File: src/rtl/hri_pkg.sv
package hri_pkg;

  // field widths
  localparam int unsigned IDX_W      = 31;
  localparam int unsigned RADIX_W    = 16;
  localparam int unsigned FRAC_OUT_W = 32;
  localparam int unsigned IN_DATA_W  = 48;

  // den stays below radix * 2^31, so 47 bits hold it
  localparam int unsigned DEN_W = IDX_W + RADIX_W;
  localparam int unsigned REM_W = DEN_W + 1;
  localparam int unsigned PROD_W = DEN_W + RADIX_W;

  localparam int unsigned FRAC_BITS_DEF = 32;

  // sequencer states
  typedef enum logic [5:0] {
    ST_IDLE  = 6'b000001,
    ST_DIV   = 6'b000010,
    ST_MULR  = 6'b000100,
    ST_MULD  = 6'b001000,
    ST_FRAC  = 6'b010000,
    ST_DONE  = 6'b100000
  } hri_state_t;

  // result of one restoring division step
  typedef struct packed {
    logic [REM_W-1:0] rem;
    logic             qbit;
  } hri_step_t;

endpackage

File: src/rtl/hri_divstep.sv
module hri_divstep (
  input  logic [hri_pkg::REM_W-1:0] rem,
  input  logic                      shift_in,
  input  logic [hri_pkg::REM_W-1:0] divisor,
  output hri_pkg::hri_step_t        step
);
  import hri_pkg::*;

  logic [REM_W-1:0] shl;
  logic [REM_W-1:0] diff;
  logic             ge;

  // shift one bit in, trial subtract, restore on borrow
  always_comb begin
    shl       = {rem[REM_W-2:0], shift_in};
    diff      = shl - divisor;
    ge        = (shl >= divisor);
    step.qbit = ge;
    step.rem  = ge ? diff : shl;
  end

endmodule

File: src/rtl/halton_radical_inverse.sv
// channel | dir | ports                         | payload
// in      | in  | in_tvalid/in_tready/in_tdata  | sample_index, radix
// out     | out | out_tvalid/out_tready/...     | fraction (tdata), radix_error (tuser)
//
// one item at a time: in_tready is high only while the block is idle
// an index is worked one base-radix digit at a time: the single shared compare/subtract
// step unit divides it by the radix (31 steps per digit, FRAC_BITS steps for the final
// quotient), and one multiplier step each updates rev and den
// a radix below 2 or a zero index gives its result in the cycle after accept
// reset (rst_n low, synchronous) returns the sequencer to idle, no result pending
// a result waits in the output register until out_tready; no input is taken meanwhile
module halton_radical_inverse #(
  parameter int unsigned FRAC_BITS = hri_pkg::FRAC_BITS_DEF
) (
  input  logic                            clk,
  input  logic                            rst_n,
  input  logic                            in_tvalid,
  output logic                            in_tready,
  input  logic [hri_pkg::IN_DATA_W-1:0]   in_tdata,   // [30:0] sample_index, [46:31] radix
  output logic                            out_tvalid,
  input  logic                            out_tready,
  output logic [hri_pkg::FRAC_OUT_W-1:0]  out_tdata,  // [31:0] fraction
  output logic [0:0]                      out_tuser   // [0] radix_error
);
  import hri_pkg::*;

  localparam int unsigned STEPS_MAX = (FRAC_BITS > IDX_W) ? FRAC_BITS : IDX_W;
  localparam int unsigned CNT_W     = $clog2(STEPS_MAX);

  hri_state_t           state_r, state_nxt;
  logic [IDX_W-1:0]     idx_r, idx_nxt;
  logic [RADIX_W-1:0]   radix_r, radix_nxt;
  logic [REM_W-1:0]     rem_r, rem_nxt;
  logic [DEN_W-1:0]     rev_r, rev_nxt;
  logic [DEN_W-1:0]     den_r, den_nxt;
  logic [FRAC_BITS-1:0] q_r, q_nxt;
  logic                 err_r, err_nxt;
  logic [CNT_W-1:0]     cnt_r, cnt_nxt;

  logic [IDX_W-1:0]     in_idx;
  logic [RADIX_W-1:0]   in_radix;
  logic                 in_acc;

  logic                 unit_in;
  logic [REM_W-1:0]     unit_dvs;
  hri_step_t            unit_out;

  logic [DEN_W-1:0]     mul_a;
  logic [PROD_W-1:0]    prod;
  logic [FRAC_BITS+FRAC_OUT_W-1:0] q_wide;

  assign in_idx   = in_tdata[IDX_W-1:0];
  assign in_radix = in_tdata[IDX_W+RADIX_W-1:IDX_W];
  assign in_tready = (state_r == ST_IDLE);
  assign in_acc    = in_tvalid && in_tready;

  // shared step unit: digit division by radix, then fraction division by den
  always_comb begin
    if (state_r == ST_DIV) begin
      unit_in  = idx_r[IDX_W-1];
      unit_dvs = {{(REM_W-RADIX_W){1'b0}}, radix_r};
    end else begin
      unit_in  = 1'b0;
      unit_dvs = {1'b0, den_r};
    end
  end

  hri_divstep u_step (
    .rem      (rem_r),
    .shift_in (unit_in),
    .divisor  (unit_dvs),
    .step     (unit_out)
  );

  // one multiplier, shared between rev and den updates
  assign mul_a = (state_r == ST_MULR) ? rev_r : den_r;
  assign prod  = PROD_W'(mul_a) * PROD_W'(radix_r);

  // sequencer
  always_comb begin
    state_nxt = state_r;
    idx_nxt   = idx_r;
    radix_nxt = radix_r;
    rem_nxt   = rem_r;
    rev_nxt   = rev_r;
    den_nxt   = den_r;
    q_nxt     = q_r;
    err_nxt   = err_r;
    cnt_nxt   = cnt_r;
    case (state_r)
      ST_IDLE: begin
        if (in_acc) begin
          idx_nxt   = in_idx;
          radix_nxt = in_radix;
          rem_nxt   = '0;
          rev_nxt   = '0;
          den_nxt   = DEN_W'(1);
          q_nxt     = '0;
          cnt_nxt   = '0;
          err_nxt   = (in_radix < RADIX_W'(2));
          if ((in_radix < RADIX_W'(2)) || (in_idx == '0)) begin
            state_nxt = ST_DONE;
          end else begin
            state_nxt = ST_DIV;
          end
        end
      end
      ST_DIV: begin
        rem_nxt = unit_out.rem;
        idx_nxt = {idx_r[IDX_W-2:0], unit_out.qbit};
        cnt_nxt = cnt_r + CNT_W'(1);
        if (cnt_r == CNT_W'(IDX_W - 1)) begin
          state_nxt = ST_MULR;
        end
      end
      ST_MULR: begin
        // digit is the remainder, below radix
        rev_nxt   = prod[DEN_W-1:0] + DEN_W'(rem_r[RADIX_W-1:0]);
        state_nxt = ST_MULD;
      end
      ST_MULD: begin
        den_nxt = prod[DEN_W-1:0];
        cnt_nxt = '0;
        if (idx_r == '0) begin
          rem_nxt   = {1'b0, rev_r};
          state_nxt = ST_FRAC;
        end else begin
          rem_nxt   = '0;
          state_nxt = ST_DIV;
        end
      end
      ST_FRAC: begin
        rem_nxt = unit_out.rem;
        q_nxt   = {q_r[FRAC_BITS-2:0], unit_out.qbit};
        cnt_nxt = cnt_r + CNT_W'(1);
        if (cnt_r == CNT_W'(FRAC_BITS - 1)) begin
          state_nxt = ST_DONE;
        end
      end
      ST_DONE: begin
        if (out_tready) begin
          state_nxt = ST_IDLE;
        end
      end
      default: begin
        state_nxt = ST_IDLE;
      end
    endcase
  end

  // control state
  always_ff @(posedge clk) begin
    if (!rst_n) begin
      state_r <= ST_IDLE;
    end else begin
      state_r <= state_nxt;
    end
  end

  // datapath registers
  always_ff @(posedge clk) begin
    idx_r   <= idx_nxt;
    radix_r <= radix_nxt;
    rem_r   <= rem_nxt;
    rev_r   <= rev_nxt;
    den_r   <= den_nxt;
    q_r     <= q_nxt;
    err_r   <= err_nxt;
    cnt_r   <= cnt_nxt;
  end

  // result carries the low 32 bits of the quotient
  assign q_wide     = {{FRAC_OUT_W{1'b0}}, q_r};
  assign out_tvalid = (state_r == ST_DONE);
  assign out_tdata  = q_wide[FRAC_OUT_W-1:0];
  assign out_tuser  = err_r;

  // never both sides open at once
  a_one_at_a_time: assert property (@(posedge clk) disable iff (!rst_n)
    !(in_tready && out_tvalid))
    else $error("input taken while a result is pending");

  // error result has a zero fraction
  a_err_zero: assert property (@(posedge clk) disable iff (!rst_n)
    (out_tvalid && out_tuser[0]) |-> (out_tdata == '0))
    else $error("radix error with nonzero fraction");

  // bad radix answers on the next cycle with the flag
  a_err_fast: assert property (@(posedge clk) disable iff (!rst_n)
    (in_tvalid && in_tready && (in_tdata[IDX_W+RADIX_W-1:IDX_W+1] == '0))
    |=> (out_tvalid && out_tuser[0]))
    else $error("radix below two not flagged");

  // digit remainder stays below the radix
  a_digit_rem: assert property (@(posedge clk) disable iff (!rst_n)
    (state_r == ST_DIV) |-> (rem_r < {{(REM_W-RADIX_W){1'b0}}, radix_r}))
    else $error("digit remainder out of range");

endmodule
File: config.mk
export PLATFORM = sky130hd
export DESIGN_NAME = halton_radical_inverse
export DESIGN_NICKNAME = d
export VERILOG_FILES = /design/src/rtl/hri_pkg.sv /design/src/rtl/hri_divstep.sv /design/src/rtl/halton_radical_inverse.sv
export SDC_FILE = /design/constraint.sdc
export NUM_CORES = 2
export LEC_CHECK = 0
export ABC_CLOCK_PERIOD_IN_PS = 16700
export BUFFER_PORTS_ARGS = -buffer_cell sky130_fd_sc_hd__buf_2
export CAP_MARGIN = 20
export CORE_UTILIZATION = 45
export DETAILED_ROUTE_END_ITERATION = 10
export PLACE_DENSITY = 0.72
export SLEW_MARGIN = 20
export SYNTH_ARGS = -nofsm -noshare
export SYNTH_HDL_FRONTEND = slang
export SYNTH_SLANG_ARGS = --single-unit
File: constraint.sdc
create_clock -name clk -period 16.7 [get_ports clk]
set_input_delay 5.01 -clock clk [delete_from_list [all_inputs] [get_ports clk]]
set_output_delay 5.01 -clock clk [all_outputs]
set_load 0.01 [all_outputs]
Word-level counts from Yosys, hierarchy flattened
Index checks and enable logic that the tools add are counted.
- input bits: 52
- output and inout port bits: 35
- word-level logic and storage cells: 68
- flip-flop bits (word level): 232
- RAM bits: 0
- latch bits: 0
- memories kept: 0
- bits in read-only memories: 0
- bitwise gates (word level): 0
- add/subtract/negate cells: 3
- magnitude comparators: 2
- equality and inequality tests: 12
- $mul: 1
- reductions and logical operators: 17
- shift operators: 0
- div/mod/pow operators: 0
- muxes and demuxes: 24
- operators with widths (kind ; number):
    $mux W47 ; 7
    $pmux W47 S2 ; 2
    $pmux W47 S3 ; 1
    $pmux W32 S2 ; 1
    $logic_not A31 Y1 ; 2
    $pmux W31 S2 ; 1
    $ge A48 B47 Y1 ; 1
    $add A47 B16 Y47 ; 1
    $mul A47 B16 Y47 ; 1
    $sub A47 B47 Y47 ; 1
    $pmux W6 S6 ; 1
    $mux W32 ; 1
    $mux W31 ; 1
    $mux W6 ; 5
    $lt A16 B2 Y1 const B ; 1
    $pmux W5 S3 ; 1
    $reduce_and A2 Y1 ; 6
    $eq A5 B5 Y1 const B ; 2
    $mux W5 ; 2
    $reduce_bool A2 Y1 ; 4
    $eq A6 B1 Y1 const B ; 1
    $eq A6 B2 Y1 const B ; 1
    $eq A6 B3 Y1 const B ; 1
    $eq A6 B4 Y1 const B ; 1
    11 further kinds ; 13

Depth between registers and ports, before layout
- depth in word-level cells: 5
- depth in mapped cells: 40
- mapped depth without buffers: 35

By module
A second synthesis with hierarchy kept.
- cell total of the unflattened synthesis: 3735
- area, all modules: 33943.8 um^2
- by module, submodules not included (module ; cells each ; seq. area each (um^2) ; times used ; area an instance (um^2)):
    halton_radical_inverse ; 3182 ; 6936.7 ; 1 ; 30508.0
    hri_divstep ; 553 ; 0.0 ; 1 ; 3435.8

Worst setup path before layout
Ideal clock, no wire load.
- kind: register to register
- from: register state_r[3]
- to: register rev_r[36] (data pin)
- library setup time: 0.266 ns
- required time: 16.434 ns
- clock period less this slack: 8.940 ns
- path slack: 7.760 ns
- path buffers: 7
- cell stages (with the launch flop): 38
- data arrival time: 8.674 ns
- path through: dfxtp_1 > or4_4 > or3b_1 > buf_6 > buf_6 > clkbuf_1 > clkbuf_1 > nand2_1 > nand2_1 > clkbuf_1 > nand2_1 > fa_1 > fa_1 > inv_1 > fa_1 > fa_1 > fa_1 > inv_1 > [2 not listed] > ha_1 > buf_4 > and3_2 > o31ai_1 > o21ai_0 > nor2_1 > xnor2_1 > ha_1 > nor2_1 > a31oi_1 > o21ai_0 > nor2_1 > and4_1 > clkbuf_1 > nand4_2 > or3_1 > xnor2_1 > nor2_1
- longest elaborated chain between the ends: 5
- elaborated cells between the ends (all ways): 6
- classes of those cells: 1 x add/sub; 1 x mul; 2 x eq/ne; 2 x mux
- RTL lines (element ; RTL line ; text):
    start: declaration ; halton_radical_inverse.sv:30 ; hri_state_t state_r, state_nxt;
    start signal: assignment ; halton_radical_inverse.sv:156 ; state_r <= state_nxt;
    $eq A6 B3 Y1 ; halton_radical_inverse.sv:76 ; assign mul_a = (state_r == ST_MULR) ? rev_r : den_r;
    $mux W47 ; halton_radical_inverse.sv:76 ;
    $mul A47 B16 Y47 ; halton_radical_inverse.sv:77 ; assign prod = PROD_W'(mul_a) * PROD_W'(radix_r);
    named net prod[15] ; halton_radical_inverse.sv:49 ; logic [PROD_W-1:0] prod;
    $add A47 B16 Y47 ; halton_radical_inverse.sv:118 ; rev_nxt = prod[DEN_W-1:0] + DEN_W'(rem_r[RADIX_W-1:0]);
    $pmux W47 S2 ; halton_radical_inverse.sv:90 ; case (state_r)
    end signal: assignment ; halton_radical_inverse.sv:165 ; rev_r <= rev_nxt;
    end: declaration ; halton_radical_inverse.sv:34 ; logic [DEN_W-1:0] rev_r, rev_nxt;
The timed path passes the listed nets, and every way through them passes these cells.
A chain may end at the register's enable or synchronous reset.

Worst setup path in the final report
- from: register state_r[3]
- to: register rev_r[43] (data pin)
The elaborated chain is that of the path after synthesis.

==> summary.md <==
| Metric | Value |
|---|---|
| CTS Hold Bufs | 0 |
| Fin. max-slew vios | 0 |
| GRT Util Overall | 22.8% |
| Initial core utilization | 45.7% |
| Max clock buf depth | 3 |
| Wirelength per Cell | 18.0 um |
| CTS tree | built |
| Cell area after synthesis | 0.0335 mm^2 |
| PortBufs | 85 |
| RSZ-0062 raised after global routing | no |
| Clock Skew | 18.6 ps |
| Iter 0 DRT Violations | 1,738 |
| Chip width | 275 um |
| CP most frequent cell | fa_1 |
| Core Region | 0.0732 mm^2 |
| # Max-Cap Violations | 0 |
| Area Growth Syn to Fin | 6.09% |
| Rel. slew slack | 32.8% |
| Final setup viols | 0 |
| H-tree levels | 1 |
| Top Ports | 87 |
| FF-to-FF setup slack | 6370 ps |
| Crit Path Category | reg -> reg |
| Initial antenna violation count | 2 |
| Worst slew pin tran | 1010 ps |
| CTS Root Cell | clkbuf_16 |
| Pin count of the biggest net entering global routing | 60 |
| Vias in the first global route | 26,200 |
| Seq/Total Area, Yosys | 20.6% |
| Fmax | 0.0968 GHz |
| Post-synth top flop | edfxtp_1 |
| Half-perimeter wire length after placement | 63,300 um |
| Cell row count | 99 |
| CP endpoint kind | flip-flop |
| Final period util | 61.8% |
| Multi-input logic area | 0.0236 mm^2 |
| Slowest CP cell | or3b_4 |
| # nets final | 4,383 |
| CTS clk-pin slew, worst paths | 70 ps |
| Max incr delay on CP | 630 ps |
| Async SR Flop Fraction | 0% |
| Crit path time final | 10,330 ps |
| Post-Synthesis Cells | 3,700 |
| Share of cells above drive strength 1 | 6.46% |
| Critical path data required time | 16,980 ps |
| Syn Nets | 4,414 |
| Global placement routability congestion | 0.904 |
| Status | completed |
| Synth cell types | 106 |
| DRC viols | 0 |
| Post-CTS Resized | 0 |
| Vias | 25,700 |
| HP Class | reg -> reg |
| Post-CTS Setup Bufs | 0 |
| Die Y | 275 um |
| Post-synth EDFFs | 226 |
| Sink Count | 232 |
| ANT nets after route | 0 |
| Arrival time worst endpoint | 10,610 ps |
| Seq. cell area | 0.00691 mm^2 |
| First-pass GRT wire length | 138,000 um |
| Top fanout value on the critical path | 34 |
| Die area | 0.0754 mm^2 |
| Synth warn | 0 |
| Worst skew pair latency | 570 ps |
| Layout fillers | 6,826 |
| Pre-antenna DRT Iters | 6 |
| Final hold viol count | 0 |
| Yosys reg bits | 232 |
| Startpoint class of the critical path | flip-flop |
| Overflow after GRT | 0 |
| Post-DR vias/cell | 5.53 |
| CTS Buf Count | 27 |
| Avg Inst Size Synth | 9.04 um^2 |
| Setup tns final | 0 ps |
| Routed WL | 83,700 um |
## critical path, delay by kind of cell, from the launching register on
kind,cells,cell delay (ps)
buffers and inverters,2,100
AND/OR/NAND/NOR,13,4660
adder cells (fa/ha/maj),8,3330
XOR/XNOR,2,310
AO/OA/AOI/OAI,4,1240
flip-flops,1,350
## layout by cell type, fill, tap and decap left out, types with 7 or more instances in the layout
cell type  instances
o21bai_1          15
edfxtp_1         226
a31oi_1            9
nand3b_1           7
inv_1            579
mux2_4             7
xor2_1            49
nor4_1            28
o21a_1            18
a21oi_1          104
buf_4             37
nand2_1          757
o31ai_1           10
nand4_1           23
buf_2             85
nor3_1            33
and2_1           252
or2_2             10
mux2i_1           29
fa_1             516
nand2b_1          10
nor2b_1           32
xnor2_1           79
nand3_1           33
nor2_1           146
or3_1             12
a22o_1            28
a211oi_1          20
and4_1             8
and3_1            15
clkbuf_16         27
a211o_1            8
o21ai_0          106
a21o_1            56
ha_1             146
o211ai_1          12
## path summary, 6_finish.rpt
path                            cells past startpoint                          end                   startpoint
worst max-delay path                               29      rev_r[43]$_SDFFCE_PP0P_      state_r[3]$_SDFFE_PN0P_
worst min-delay path                                1  out_tdata[22]$_SDFFCE_PN0P_  out_tdata[21]$_SDFFCE_PN0P_
worst max register to register                     29      rev_r[43]$_SDFFCE_PP0P_      state_r[3]$_SDFFE_PN0P_
worst min register to register                      1  out_tdata[22]$_SDFFCE_PN0P_  out_tdata[21]$_SDFFCE_PN0P_
## per-stage QoR
step           instance area, um^2  cells  hold WS (ps)  setup slack (ps)  utilization, %
2_1_floorplan                33500   3700           510              7760               -
3_3_place_gp                 34600   4598           520              6680            47.3
3_5_place_dp                 34600   4599           529              6530            47.3
4_1_cts                      35500   4645           544              6460            48.5
5_1_grt                      35500   4645           557              6000            48.5
6_report                     35500   4646           540              6370            48.5
## flip-flops by register name (all words and copies together) (netlist names)
signal / count
radix_r: 16
rev_r: 47
cnt_r: 5
idx_r: 31
out_tdata: 32
den_r: 47
out_tuser: 1
state_r: 6
rem_r: 47
## cells by family after synthesis
logic type | after synthesis | synth area share, %
compound gates | 466 | 9.64
xor+xnor | 131 | 3.52
fa+ha+maj | 662 | 36.3
buf+inv | 762 | 8.80
flops | 232 | 20.6
mux | 42 | 1.38
simple gates | 1405 | 19.7
## Yosys cell counts, types with 6 or more instances
cell      instances  area (um^2)
nor3b_1           7         52.6
mux2_4            7          105
xnor2_1          79          692
and2_1          252         1580
clkbuf_1        163          612
nor2b_1          32          200
nand4_1          23          144
a211oi_1         20          150
mux2i_1          29          290
a21o_1           56          420
edfxtp_1        226         6790
o21bai_1         15          113
a21oi_1         104          521
o31ai_1          10         75.1
xor2_1           49          429
nand2_1         759         2850
nand2b_1         10         62.6
and3_1           15         93.8
nand3_1          33          165
a22o_1           28          245
o21a_1           18          135
nor3_1           34          170
inv_1           579         2170
a211o_1           8         70.1
nor4_1           28          175
nor2_1          147          552
mux2_2            6         67.6
o211ai_1         12         90.1
dfxtp_1           6          120
o21ai_0         106          531
or3_1            12         75.1
or2_2            10         62.6
a31oi_1          10         62.6
and4_1            8         70.1
fa_1            516        10300
nand3b_1          7         52.6
ha_1            146         1830
## layer usage
| metal | global-route usage, % | routed length (um) | vias to the layer above |
|---|---|---|---|
| li1 | - | - | 11700 |
| met2 | 39.0 | 41000 | 874 |
| met1 | 31.1 | 35400 | 13000 |
| met4 | 4.82 | 1670 | 2 |
| met3 | 2.67 | 5640 | 121 |
| met5 | 0 | 13 | - |
## final cells by class
type                       count  share of cell area, %
tap                          959                   3.38
antenna                        1                0.00705
clock buffer                  29                   1.92
clock inverter                17                  0.465
timing repair buffer         123                   2.02
multi-input combinational   2706                   66.6
inverter                     579                   6.12
sequential                   232                   19.5
Power is not shown: default switching activity piles up to over one toggle a cycle in this logic, so the estimate is an artifact.
